--- src/rtl/core/b2s_pkg.sv ---
// ----------------------------------------------------------------------------
// b2s_pkg
// Shared types, constants and helper functions of the BLAKE2s hash engine.
// ----------------------------------------------------------------------------
package b2s_pkg;

    typedef logic [31:0] word_t;
    typedef word_t [7:0]  chain_t;
    typedef word_t [15:0] vec_t;

    // row rotation applied to the work vector after a mix step
    localparam logic [1:0] ROT_NONE   = 2'd0;
    localparam logic [1:0] ROT_COL    = 2'd1;
    localparam logic [1:0] ROT_DIAG   = 2'd2;
    localparam logic [1:0] ROT_UNDIAG = 2'd3;

    typedef struct packed {
        logic       load;
        logic       last_blk;
        logic       step_a;
        logic       step_b;
        logic       half;
        logic [1:0] rot;
    } core_ctrl_t;

    localparam logic [5:0] DIGEST_BYTES_RST = 6'd32;
    localparam logic [5:0] DIGEST_BYTES_MAX = 6'd32;
    localparam logic [7:0] PARAM_FANOUT     = 8'd1;
    localparam logic [7:0] PARAM_DEPTH      = 8'd1;

    localparam word_t IV [8] = '{
        32'h6A09E667, 32'hBB67AE85, 32'h3C6EF372, 32'hA54FF53A,
        32'h510E527F, 32'h9B05688C, 32'h1F83D9AB, 32'h5BE0CD19
    };

    localparam logic [3:0] SIGMA [10][16] = '{
        '{4'd0, 4'd1, 4'd2, 4'd3, 4'd4, 4'd5, 4'd6, 4'd7,
          4'd8, 4'd9, 4'd10, 4'd11, 4'd12, 4'd13, 4'd14, 4'd15},
        '{4'd14, 4'd10, 4'd4, 4'd8, 4'd9, 4'd15, 4'd13, 4'd6,
          4'd1, 4'd12, 4'd0, 4'd2, 4'd11, 4'd7, 4'd5, 4'd3},
        '{4'd11, 4'd8, 4'd12, 4'd0, 4'd5, 4'd2, 4'd15, 4'd13,
          4'd10, 4'd14, 4'd3, 4'd6, 4'd7, 4'd1, 4'd9, 4'd4},
        '{4'd7, 4'd9, 4'd3, 4'd1, 4'd13, 4'd12, 4'd11, 4'd14,
          4'd2, 4'd6, 4'd5, 4'd10, 4'd4, 4'd0, 4'd15, 4'd8},
        '{4'd9, 4'd0, 4'd5, 4'd7, 4'd2, 4'd4, 4'd10, 4'd15,
          4'd14, 4'd1, 4'd11, 4'd12, 4'd6, 4'd8, 4'd3, 4'd13},
        '{4'd2, 4'd12, 4'd6, 4'd10, 4'd0, 4'd11, 4'd8, 4'd3,
          4'd4, 4'd13, 4'd7, 4'd5, 4'd15, 4'd14, 4'd1, 4'd9},
        '{4'd12, 4'd5, 4'd1, 4'd15, 4'd14, 4'd13, 4'd4, 4'd10,
          4'd0, 4'd7, 4'd6, 4'd3, 4'd9, 4'd2, 4'd8, 4'd11},
        '{4'd13, 4'd11, 4'd7, 4'd14, 4'd12, 4'd1, 4'd3, 4'd9,
          4'd5, 4'd0, 4'd15, 4'd4, 4'd8, 4'd6, 4'd2, 4'd10},
        '{4'd6, 4'd15, 4'd14, 4'd9, 4'd11, 4'd3, 4'd0, 4'd8,
          4'd12, 4'd2, 4'd13, 4'd7, 4'd1, 4'd4, 4'd10, 4'd5},
        '{4'd10, 4'd2, 4'd8, 4'd4, 4'd7, 4'd6, 4'd1, 4'd5,
          4'd15, 4'd11, 4'd9, 4'd14, 4'd3, 4'd12, 4'd13, 4'd0}
    };

    function automatic word_t ror32(word_t w, logic [4:0] n);
        logic [63:0] dbl;
        dbl = {w, w} >> n;
        return dbl[31:0];
    endfunction

    // zero is taken as one, anything above the maximum as the maximum
    function automatic logic [5:0] eff_len(logic [5:0] d);
        logic [5:0] len;
        if (d == 6'd0) begin
            len = 6'd1;
        end else if (d > DIGEST_BYTES_MAX) begin
            len = DIGEST_BYTES_MAX;
        end else begin
            len = d;
        end
        return len;
    endfunction

    function automatic chain_t chain_init(logic [5:0] d);
        chain_t h;
        for (int i = 0; i < 8; i++) begin
            h[3'(i)] = IV[3'(i)];
        end
        h[0] = h[0] ^ {PARAM_DEPTH, PARAM_FANOUT, 8'h00, 2'b00, eff_len(d)};
        return h;
    endfunction

    function automatic logic [3:0] sigma_at(logic [3:0] rnd, logic [3:0] pos);
        return SIGMA[rnd][pos];
    endfunction

endpackage

--- src/rtl/core/b2s_msg_buf.sv ---
// ----------------------------------------------------------------------------
// b2s_msg_buf
// Message block buffer: byte-wide writes, registered 32-bit word reads,
// bytes at or beyond the fill count read as zero padding.
// ----------------------------------------------------------------------------
module b2s_msg_buf (
    input  logic                 clk,
    input  logic                 wr_en,
    input  logic [5:0]           wr_pos,
    input  logic [7:0]           wr_byte,
    input  logic [3:0]           rd_addr,
    input  logic [6:0]           fill,
    output b2s_pkg::word_t       rd_word
);

    logic [3:0][7:0] mem [16];
    logic [3:0][7:0] rd_q_reg;
    logic [3:0]      rd_addr_reg;

    always_ff @(posedge clk) begin
        if (wr_en) begin
            mem[wr_pos[5:2]][wr_pos[1:0]] <= wr_byte;
        end
    end

    always_ff @(posedge clk) begin
        rd_q_reg    <= mem[rd_addr];
        rd_addr_reg <= rd_addr;
    end

    // zero padding past the buffered bytes
    always_comb begin
        for (int l = 0; l < 4; l++) begin
            if ({1'b0, rd_addr_reg, 2'(l)} < fill) begin
                rd_word[8*l +: 8] = rd_q_reg[2'(l)];
            end else begin
                rd_word[8*l +: 8] = 8'h00;
            end
        end
    end

endmodule

--- src/rtl/core/b2s_round_core.sv ---
// ----------------------------------------------------------------------------
// b2s_round_core
// Work vector and shared half-mix unit. Each step updates the fixed
// column 0 of the vector; row rotations bring the next column or diagonal
// into place.
// ----------------------------------------------------------------------------
module b2s_round_core (
    input  logic                 clk,
    input  b2s_pkg::core_ctrl_t  ctrl,
    input  b2s_pkg::chain_t      chain_in,
    input  logic [63:0]          count_in,
    input  b2s_pkg::word_t       msg_word,
    output b2s_pkg::vec_t        vec_out
);

    b2s_pkg::vec_t  v_reg;
    b2s_pkg::vec_t  v_next;
    b2s_pkg::vec_t  v_init;
    b2s_pkg::vec_t  v_step;
    b2s_pkg::vec_t  v_rot;
    b2s_pkg::word_t a_sum;
    b2s_pkg::word_t d_new;
    b2s_pkg::word_t c_sum;
    b2s_pkg::word_t b_new;
    logic [1:0]     col;

    function automatic logic [1:0] rot_amt(logic [1:0] code, logic [1:0] row);
        logic [1:0] amt;
        unique case (code)
            b2s_pkg::ROT_NONE:   amt = 2'd0;
            b2s_pkg::ROT_COL:    amt = 2'd1;
            b2s_pkg::ROT_DIAG:   amt = row + 2'd1;
            b2s_pkg::ROT_UNDIAG: amt = row ^ 2'd1;
            default:             amt = 2'd0;
        endcase
        return amt;
    endfunction

    // half mix: a/d on step a, c/b on step b
    always_comb begin
        a_sum = v_reg[0] + v_reg[4] + msg_word;
        d_new = b2s_pkg::ror32(v_reg[12] ^ a_sum, ctrl.half ? 5'd8 : 5'd16);
        c_sum = v_reg[8] + v_reg[12];
        b_new = b2s_pkg::ror32(v_reg[4] ^ c_sum, ctrl.half ? 5'd7 : 5'd12);
    end

    always_comb begin
        for (int i = 0; i < 8; i++) begin
            v_init[{1'b0, 3'(i)}] = chain_in[3'(i)];
            v_init[{1'b1, 3'(i)}] = b2s_pkg::IV[3'(i)];
        end
        v_init[12] = v_init[12] ^ count_in[31:0];
        v_init[13] = v_init[13] ^ count_in[63:32];
        if (ctrl.last_blk) begin
            v_init[14] = ~v_init[14];
        end
    end

    always_comb begin
        v_step = v_reg;
        if (ctrl.step_a) begin
            v_step[0]  = a_sum;
            v_step[12] = d_new;
        end
        if (ctrl.step_b) begin
            v_step[8] = c_sum;
            v_step[4] = b_new;
        end
        col = 2'd0;
        for (int r = 0; r < 4; r++) begin
            for (int j = 0; j < 4; j++) begin
                col = 2'(j) + rot_amt(ctrl.rot, 2'(r));
                v_rot[{2'(r), 2'(j)}] = v_step[{2'(r), col}];
            end
        end
        v_next = ctrl.load ? v_init : v_rot;
    end

    always_ff @(posedge clk) begin
        v_reg <= v_next;
    end

    assign vec_out = v_reg;

endmodule

--- src/rtl/core/blake2s_hash_engine.sv ---
// ----------------------------------------------------------------------------
// blake2s_hash_engine
// Unkeyed BLAKE2s over a byte stream with a configurable digest length.
// ----------------------------------------------------------------------------
// Input words (s_valid/s_ready) carry one message byte when s_has_byte is
// set, and s_end_of_message on the last word of a message; an end word
// without a byte closes the message (an empty message included).
// A byte word is written to the block buffer after it is taken. A byte
// that arrives on a full 64-byte block first compresses that block (vector
// load, 10 rounds of 32 half-mix steps on the one shared adder pair, chain
// fold). An end word, after its byte if it has one, runs the final
// compression, then the digest leaves as 1 to 8 little-endian words,
// one per cycle while m_ready is high. s_ready is low while a word is
// being worked on. If the receiver stalls, the engine waits with the
// current digest word in its output register; once the last word is
// loaded it is ready for the next message while that word still waits.
// cfg_wr_en writes the digest length (1..32, 0 read as 1, above 32 as 32)
// and restarts the chaining state; write only while the engine is idle.
// Reset (aresetn low, synchronous) sets a 32-byte digest and an empty
// message. The block buffer needs no clearing: unfilled bytes read as zero.
// ----------------------------------------------------------------------------
module blake2s_hash_engine (
    input  logic        aclk,
    input  logic        aresetn,
    input  logic        s_valid,
    output logic        s_ready,
    input  logic [7:0]  s_data_byte,
    input  logic        s_has_byte,
    input  logic        s_end_of_message,
    output logic        m_valid,
    input  logic        m_ready,
    output logic [31:0] m_digest_word,
    output logic [2:0]  m_word_index,
    output logic [2:0]  m_valid_bytes,
    output logic        m_last_word,
    input  logic        cfg_wr_en,
    input  logic [5:0]  cfg_wr_data
);

    localparam logic [2:0] ST_IDLE   = 3'd0;
    localparam logic [2:0] ST_LOAD   = 3'd1;
    localparam logic [2:0] ST_ROUND  = 3'd2;
    localparam logic [2:0] ST_FOLD   = 3'd3;
    localparam logic [2:0] ST_WRITE  = 3'd4;
    localparam logic [2:0] ST_FINCNT = 3'd5;
    localparam logic [2:0] ST_OUT    = 3'd6;

    localparam logic [6:0] BLK_BYTES  = 7'd64;
    localparam logic [3:0] LAST_ROUND = 4'd9;

    logic [2:0]          state_reg, state_next;
    logic [5:0]          digest_reg, digest_next;
    b2s_pkg::chain_t     chain_reg, chain_next;
    logic [6:0]          buffered_reg, buffered_next;
    logic [63:0]         counter_reg, counter_next;
    logic                final_reg, final_next;
    logic [3:0]          rnd_reg, rnd_next;
    logic [2:0]          g_reg, g_next;
    logic [1:0]          stp_reg, stp_next;
    logic [2:0]          k_reg, k_next;
    logic                m_valid_reg, m_valid_next;
    logic [7:0]          byte_reg;
    logic                eom_reg;
    logic [31:0]         word_reg;
    logic [2:0]          index_reg;
    logic [2:0]          vb_reg;
    logic                last_reg;

    b2s_pkg::core_ctrl_t ctrl;
    b2s_pkg::vec_t       vec;
    b2s_pkg::word_t      msg_word;
    logic                mem_wr_en;
    logic [3:0]          rd_addr;
    logic                in_take;
    logic                out_load;

    logic [5:0]          len;
    logic [6:0]          len_up;
    logic [3:0]          nwords;
    logic [5:0]          rem;
    logic [2:0]          vb;
    logic                last_k;
    logic [31:0]         out_word;

    assign s_ready = (state_reg == ST_IDLE);
    assign in_take = s_valid && s_ready;

    // digest word shaping
    always_comb begin
        len    = b2s_pkg::eff_len(digest_reg);
        len_up = {1'b0, len} + 7'd3;
        nwords = len_up[5:2];
        rem    = len - {1'b0, k_reg, 2'b00};
        vb     = (rem > 6'd4) ? 3'd4 : rem[2:0];
        last_k = ({1'b0, k_reg} + 4'd1) == nwords;
        case (vb)
            3'd1:    out_word = {24'h0, chain_reg[k_reg][7:0]};
            3'd2:    out_word = {16'h0, chain_reg[k_reg][15:0]};
            3'd3:    out_word = {8'h0, chain_reg[k_reg][23:0]};
            default: out_word = chain_reg[k_reg];
        endcase
    end

    always_comb begin
        state_next    = state_reg;
        digest_next   = digest_reg;
        chain_next    = chain_reg;
        buffered_next = buffered_reg;
        counter_next  = counter_reg;
        final_next    = final_reg;
        rnd_next      = rnd_reg;
        g_next        = g_reg;
        stp_next      = stp_reg;
        k_next        = k_reg;
        m_valid_next  = m_valid_reg;
        ctrl          = '0;
        mem_wr_en     = 1'b0;
        out_load      = 1'b0;

        if (m_valid_reg && m_ready) begin
            m_valid_next = 1'b0;
        end

        unique case (state_reg)
            ST_IDLE: begin
                if (in_take) begin
                    if (s_has_byte && buffered_reg == BLK_BYTES) begin
                        counter_next = counter_reg + 64'd64;
                        final_next   = 1'b0;
                        state_next   = ST_LOAD;
                    end else if (s_has_byte) begin
                        state_next = ST_WRITE;
                    end else if (s_end_of_message) begin
                        state_next = ST_FINCNT;
                    end
                end
            end
            ST_LOAD: begin
                ctrl.load     = 1'b1;
                ctrl.last_blk = final_reg;
                rnd_next      = 4'd0;
                g_next        = 3'd0;
                stp_next      = 2'd0;
                state_next    = ST_ROUND;
            end
            ST_ROUND: begin
                ctrl.step_a = ~stp_reg[0];
                ctrl.step_b = stp_reg[0];
                ctrl.half   = stp_reg[1];
                if (stp_reg == 2'd3) begin
                    if (g_reg == 3'd3) begin
                        ctrl.rot = b2s_pkg::ROT_DIAG;
                    end else if (g_reg == 3'd7) begin
                        ctrl.rot = b2s_pkg::ROT_UNDIAG;
                    end else begin
                        ctrl.rot = b2s_pkg::ROT_COL;
                    end
                    g_next = g_reg + 3'd1;
                    if (g_reg == 3'd7) begin
                        if (rnd_reg == LAST_ROUND) begin
                            rnd_next   = 4'd0;
                            state_next = ST_FOLD;
                        end else begin
                            rnd_next = rnd_reg + 4'd1;
                        end
                    end
                end
                stp_next = stp_reg + 2'd1;
            end
            ST_FOLD: begin
                for (int i = 0; i < 8; i++) begin
                    chain_next[3'(i)] = chain_reg[3'(i)] ^ vec[{1'b0, 3'(i)}]
                                        ^ vec[{1'b1, 3'(i)}];
                end
                if (final_reg) begin
                    k_next     = 3'd0;
                    state_next = ST_OUT;
                end else begin
                    buffered_next = 7'd0;
                    state_next    = ST_WRITE;
                end
            end
            ST_WRITE: begin
                mem_wr_en     = 1'b1;
                buffered_next = buffered_reg + 7'd1;
                state_next    = eom_reg ? ST_FINCNT : ST_IDLE;
            end
            ST_FINCNT: begin
                counter_next = counter_reg + {57'd0, buffered_reg};
                final_next   = 1'b1;
                state_next   = ST_LOAD;
            end
            ST_OUT: begin
                if (!m_valid_reg || m_ready) begin
                    out_load     = 1'b1;
                    m_valid_next = 1'b1;
                    if (last_k) begin
                        chain_next    = b2s_pkg::chain_init(digest_reg);
                        buffered_next = 7'd0;
                        counter_next  = 64'd0;
                        state_next    = ST_IDLE;
                    end else begin
                        k_next = k_reg + 3'd1;
                    end
                end
            end
            default: begin
                state_next = ST_IDLE;
            end
        endcase

        // length write restarts the message
        if (cfg_wr_en) begin
            digest_next   = cfg_wr_data;
            chain_next    = b2s_pkg::chain_init(cfg_wr_data);
            buffered_next = 7'd0;
            counter_next  = 64'd0;
        end
    end

    assign rd_addr = b2s_pkg::sigma_at(rnd_next, {g_next, stp_next[1]});

    always_ff @(posedge aclk) begin
        if (!aresetn) begin
            state_reg    <= ST_IDLE;
            digest_reg   <= b2s_pkg::DIGEST_BYTES_RST;
            chain_reg    <= b2s_pkg::chain_init(b2s_pkg::DIGEST_BYTES_RST);
            buffered_reg <= 7'd0;
            counter_reg  <= 64'd0;
            final_reg    <= 1'b0;
            rnd_reg      <= 4'd0;
            g_reg        <= 3'd0;
            stp_reg      <= 2'd0;
            k_reg        <= 3'd0;
            m_valid_reg  <= 1'b0;
        end else begin
            state_reg    <= state_next;
            digest_reg   <= digest_next;
            chain_reg    <= chain_next;
            buffered_reg <= buffered_next;
            counter_reg  <= counter_next;
            final_reg    <= final_next;
            rnd_reg      <= rnd_next;
            g_reg        <= g_next;
            stp_reg      <= stp_next;
            k_reg        <= k_next;
            m_valid_reg  <= m_valid_next;
        end
    end

    always_ff @(posedge aclk) begin
        if (in_take) begin
            byte_reg <= s_data_byte;
            eom_reg  <= s_end_of_message;
        end
        if (out_load) begin
            word_reg  <= out_word;
            index_reg <= k_reg;
            vb_reg    <= vb;
            last_reg  <= last_k;
        end
    end

    b2s_msg_buf u_msg_buf (
        .clk     (aclk),
        .wr_en   (mem_wr_en),
        .wr_pos  (buffered_reg[5:0]),
        .wr_byte (byte_reg),
        .rd_addr (rd_addr),
        .fill    (buffered_reg),
        .rd_word (msg_word)
    );

    b2s_round_core u_round_core (
        .clk      (aclk),
        .ctrl     (ctrl),
        .chain_in (chain_reg),
        .count_in (counter_reg),
        .msg_word (msg_word),
        .vec_out  (vec)
    );

    assign m_valid       = m_valid_reg;
    assign m_digest_word = word_reg;
    assign m_word_index  = index_reg;
    assign m_valid_bytes = vb_reg;
    assign m_last_word   = last_reg;

    // byte on a full block goes through a plain compression first
    a_full_block_compress: assert property (@(posedge aclk) disable iff (!aresetn)
        (in_take && s_has_byte && buffered_reg == BLK_BYTES)
        |=> (state_reg == ST_LOAD && !final_reg))
        else $error("full block not compressed before new byte");

    a_final_fold_out: assert property (@(posedge aclk) disable iff (!aresetn)
        (state_reg == ST_FOLD && final_reg) |=> (state_reg == ST_OUT))
        else $error("final fold did not start digest output");

    a_write_in_range: assert property (@(posedge aclk) disable iff (!aresetn)
        (state_reg == ST_WRITE) |-> (buffered_reg < BLK_BYTES))
        else $error("byte write beyond block");

    a_more_words: assert property (@(posedge aclk) disable iff (!aresetn)
        (m_valid && m_ready && !m_last_word) |-> (state_reg == ST_OUT))
        else $error("digest output ended before last word");

    a_round_exit: assert property (@(posedge aclk) disable iff (!aresetn)
        (state_reg == ST_ROUND) |=> (state_reg == ST_ROUND || state_reg == ST_FOLD))
        else $error("round sequence left early");

endmodule

--- config.mk ---
export PLATFORM = sky130hd
export DESIGN_NAME = blake2s_hash_engine
export DESIGN_NICKNAME = d
export VERILOG_FILES = /design/src/rtl/core/b2s_pkg.sv /design/src/rtl/core/b2s_msg_buf.sv /design/src/rtl/core/b2s_round_core.sv /design/src/rtl/core/blake2s_hash_engine.sv
export SDC_FILE = /design/constraint.sdc
export NUM_CORES = 2
export LEC_CHECK = 0
export ABC_AREA = 1
export BUFFER_PORTS_ARGS = -buffer_cell sky130_fd_sc_hd__buf_2
export CORE_MARGIN = 2
export CORE_UTILIZATION = 58
export DETAILED_ROUTE_END_ITERATION = 7
export HOLD_SLACK_MARGIN = 0.12
export PLACE_DENSITY = 0.77
export SLEW_MARGIN = 5
export SYNTH_ARGS = -nofsm -noshare
export SYNTH_HDL_FRONTEND = slang
export SYNTH_SLANG_ARGS = --single-unit
--- constraint.sdc ---
create_clock -name aclk -period 4.8 [get_ports aclk]
set_clock_uncertainty 0.05 [all_clocks]
set_input_delay 0.96 -clock aclk [delete_from_list [all_inputs] [get_ports aclk]]
set_output_delay 0.96 -clock aclk [all_outputs]
set_load 0.02 [all_outputs]
==> results.md <==
Timing:
- Setup repair after global routing could not meet its margin everywhere.
- In the finished design, the share of the clock period the worst path needs comes to 0.985.
- In the post-route analysis, the smallest setup slack over all paths is about 0.072 ns.
- The routed design could run at a clock period as short as 4.73 ns.
- At the pin with the least slew margin, the transition time is roughly 1.1 ns.
- The number of hold violations in the final report is 0.
- Setup violations remaining at the end of the flow were counted as 0.
- For this run, the top clock speed supported by timing is 212 MHz.
- In this run the tightest slew margin relative to its limit is 0.279.
- The final count of pins violating max slew came to 0.

Place:
- At the end of routability-driven placement, the weighted congestion stood at 1.06.
- Once detailed placement completed, the half-perimeter wirelength came to approximately 120 mm.
- The count of buffers added on input and output ports is 61.
- Prior to clock tree synthesis, the placed netlist has a worst setup slack of -0.198 ns.

Synthesis:
- Synthesis inferred 994 register bits.
- For this run, the number of Yosys warnings is 0.
- The cell area after synthesis is about 55000 um^2.
- The area fraction of the dominant cell type after synthesis is 0.234.
- By area the synthesized netlist is led by sky130_fd_sc_hd__dfxtp_1 (23%), sky130_fd_sc_hd__edfxtp_1 (19%), sky130_fd_sc_hd__nand2_1 (13%).
- The most used flip-flop cell after synthesis is sky130_fd_sc_hd__dfxtp_1.
- The share of the Yosys chip area taken by registers is 0.422.
- Synthesis produced a netlist with a net count of 7656.
- The cell taking the most area after synthesis is sky130_fd_sc_hd__dfxtp_1.
- In this run, synthesis inferred approximately 350 flip-flops with an integrated enable.
- Synthesis handed over a netlist of between 7000 and 8000 instances.
- The average instance in the mapped netlist occupies 7.38 um^2.
- The fraction of synthesis flops using an asynchronous set or reset pin is 0.
- After synthesis, the netlist uses 51 different library cells.

Final layout:
- The fill cell total of the finished layout is 8253.
- In the final layout, the share of cells above drive strength 1 is 0.0723.
- The register with the most flip-flops in the layout has between 500 and 600 of them.
- The final layout contains 7598 nets.
- The layout overhead on the synthesized area is 10.1%.

Clock network:
- The cell chosen for the clock root is sky130_fd_sc_hd__clkbuf_16.
- The H-tree was split into 3 levels.
- The clock net sink count is about 1000.
- The insertion delay to the later sink of the worst-skew pair is 0.73 ns.
- No sink is reached through more buffers than the 3 on the longest clock path.
- TritonCTS built the clock tree.
- TritonCTS created roughly 110 clock buffers.
- The clock slew at the register clock pins of the worst setup and hold paths is 0.06 ns.

Pwr:
- The clock share of power is 0.216.
- Cell internal power was estimated by the tool at 20.5 mW.
- The portion of total power attributed to sequential cells is 0.328.
- The share of total power dissipated in combinational logic is 0.456.
- The worst IR drop on VDD is 436 uV.
- The switching share of total power is 0.448.
- Dividing total power by cell area gives a power density of 609 nW/um^2.
- The switching component of the power is around 17 mW.
- The design draws 37.1 mW.
- In this run the static leakage power is slightly below 30 nW.

Floorplan:
- The die covers 98000 um^2.
- The die outline width is ~310 um.
- The die is 313 um tall.
- 62 I/O pins were placed.
- After floorplanning, the core was divided into 113 placement rows.
- The starting density of the core is 0.584.
- The region available for standard cell placement spans between 90000 and 100000 um^2.

Critical path:
- The slowest cell on the critical path is sky130_fd_sc_hd__fa_1.
- The nature of the critical path startpoint is a flop.
- The depth of the worst register-to-register path is 26.
- The signal arrival time at the worst endpoint is 5.25 ns.
- The required time reported for the critical path endpoint is 5.33 ns.
- Along the worst path, the maximum fanout reaches 5.
- The maximum cell stage delay along the critical path is 0.58 ns.
- The critical path in this run is classified as flop to flop.
- The critical path's most frequent cell is sky130_fd_sc_hd__nand2_1.
- The kind of capture point of the worst setup path is a flop.

Detailed routing:
- The number of remaining DRC errors is 0.
- The count of nets left with antenna violations once routing finished came out at 0.
- Across all layers, the routed design uses 52300 vias.
- The DRC marker count from the first detailed-route iteration is 6639.
- The detailed-router iteration count before antenna repair is 7.
- The total wire length is between 150 and 200 mm.
- After detailed routing, the average wire length per cell comes to between 20 and 25 um.
- Using the TritonRoute via totals, the vias-per-cell ratio works out to 5.94.

Hold path:
- The number of instances on the worst hold path is 1.
- The worst min-delay path class is primary input to flop.

Global routing:
- The first global-routing pass estimated 280 mm of wire.
- The global-route usage over all layers is 0.365.
- The initial antenna violation count is 2.
- The via count of the first global-routing pass came to 48200.
- Entering global routing, the biggest net connects 139 pins.
- Global routing finished with a remaining overflow of 0.

Run status:
- The flow ran to the end, and the final reports show no timing, DRC or antenna violations.

Flow run:
- The max-capacitance violation count is 0.
## final cells by class
type                       count  area [um^2]  area share
sequential                   994        23400       0.383
multi-input combinational   5137        27100       0.444
tap                         1265         1580      0.0260
inverter                     951         3580      0.0587
clock buffer                 149         2940      0.0481
clock inverter                45          425     0.00698
antenna                        1         2.50   0.0000410
timing repair buffer         261         2030      0.0334
## metal layers
metal  global-route usage  wire length [um]  vias up
li1                     -                 -    24500
met1                0.495             73500    24400
met2                0.570             81000     2848
met3               0.0617             19400      551
met4                0.173              9820        4
met5                    0                27        -
## path summary, 6_finish.rpt
check	startpoint	endpoint	slack (ns)
hold / removal	s_data_byte[3]	byte_reg[3]$_DFFE_PP_	0.36
hold reg to reg	final_reg$_SDFFE_PN0P_	final_reg$_SDFFE_PN0P_	0.42
setup reg to reg	buffered_reg[3]$_SDFFE_PP0P_	u_round_core.vec_out[104]$_DFF_P_	0.07
setup / recovery	buffered_reg[3]$_SDFFE_PP0P_	u_round_core.vec_out[104]$_DFF_P_	0.07
## power groups by stage
stage / clock [mW] / sequential (mW) / combinational, mW
global placement: 0 / 12.2 / 15.9
finish: 8.01 / 12.2 / 16.9
global route: 8.39 / 12.2 / 18.3
CTS: 8.04 / 12.1 / 16.2
floorplan: 0 / 11.5 / 10.1
detailed placement: 0 / 12.2 / 16.1
## through the flow
stage | std cells | cell area (um^2) | hold slack, ns | utilization | setup TNS [ns]
after floorplan | 7508 | 55400 | 0.378 | - | 0
after global placement | 8598 | 57300 | 0.400 | 0.604 | -0.769
after detailed placement | 8598 | 57300 | 0.405 | 0.604 | -4.16
after CTS | 8792 | 60700 | 0.333 | 0.640 | 0
after global routing | 8802 | 61000 | 0.342 | 0.643 | -4.78
final | 8803 | 61000 | 0.356 | 0.643 | 0
## layout by cell type, fill, tap and decap left out, types with 10 or more instances in the layout
cell type,instances
sky130_fd_sc_hd__nand2_1,1897
sky130_fd_sc_hd__nand3_1,1048
sky130_fd_sc_hd__inv_1,922
sky130_fd_sc_hd__dfxtp_1,643
sky130_fd_sc_hd__nor2_1,389
sky130_fd_sc_hd__o21ai_0,383
sky130_fd_sc_hd__edfxtp_1,346
sky130_fd_sc_hd__a21oi_1,319
sky130_fd_sc_hd__buf_4,179
sky130_fd_sc_hd__o211ai_1,157
sky130_fd_sc_hd__xor2_1,155
sky130_fd_sc_hd__mux2i_1,111
sky130_fd_sc_hd__clkbuf_16,107
sky130_fd_sc_hd__xnor2_1,104
sky130_fd_sc_hd__nand3b_1,103
sky130_fd_sc_hd__ha_1,100
sky130_fd_sc_hd__buf_2,61
sky130_fd_sc_hd__o21bai_1,50
sky130_fd_sc_hd__clkbuf_1,32
sky130_fd_sc_hd__o221ai_1,30
sky130_fd_sc_hd__o22ai_1,27
sky130_fd_sc_hd__or2_2,25
sky130_fd_sc_hd__a31oi_1,24
sky130_fd_sc_hd__nand2_2,22
sky130_fd_sc_hd__a221oi_1,22
sky130_fd_sc_hd__inv_2,21
sky130_fd_sc_hd__nand4_1,19
sky130_fd_sc_hd__nor3_1,18
sky130_fd_sc_hd__fa_1,18
sky130_fd_sc_hd__clkinv_2,17
sky130_fd_sc_hd__buf_12,17
sky130_fd_sc_hd__o21ai_1,16
sky130_fd_sc_hd__clkinv_1,14
sky130_fd_sc_hd__clkbuf_8,10
## cells in the mapped netlist, drive strengths merged (103+ instances only)
master and number:
a21oi 328, buf 144, clkbuf 282, dfxtp 648, edfxtp 346, ha 108
inv 946, mux2i 111, nand2 1923, nand3 1059, nand3b 103, nor2 401
o211ai 157, o21ai 403, xnor2 104, xor2 155
## cell families (layout without fill, tap and decap cells)
| kind of cell | Yosys count | after routing | synth area share |
|---|---|---|---|
| AND/OR/NAND/NOR | 3558 | 3558 | 0.276 |
| buffers and inverters | 1377 | 1406 | 0.0958 |
| AO/OA/AOI/OAI | 1082 | 1082 | 0.114 |
| flip-flops | 994 | 994 | 0.422 |
| XOR/XNOR | 259 | 259 | 0.0410 |
| adder cells (fa/ha/maj) | 127 | 127 | 0.0313 |
| multiplexers | 111 | 111 | 0.0201 |
| other | 0 | 1 | 0 |
## worst max-delay path, delay by kind of cell, from the launching register on
family,cells,cell delay [ns]
compound gates,5,0.84
fa+ha+maj,3,1.10
buf+inv,7,0.86
flops,1,0.33
simple gates,11,1.38
## repair_timing
item                                    4_1_cts  5_1_grt
endpoints found under the setup margin       63      162
resized for setup                             4       65
buffers inserted                              0       10
pin swaps                                     0       19
hold buffers                                  0        0
(Power assumes the default switching activity.)
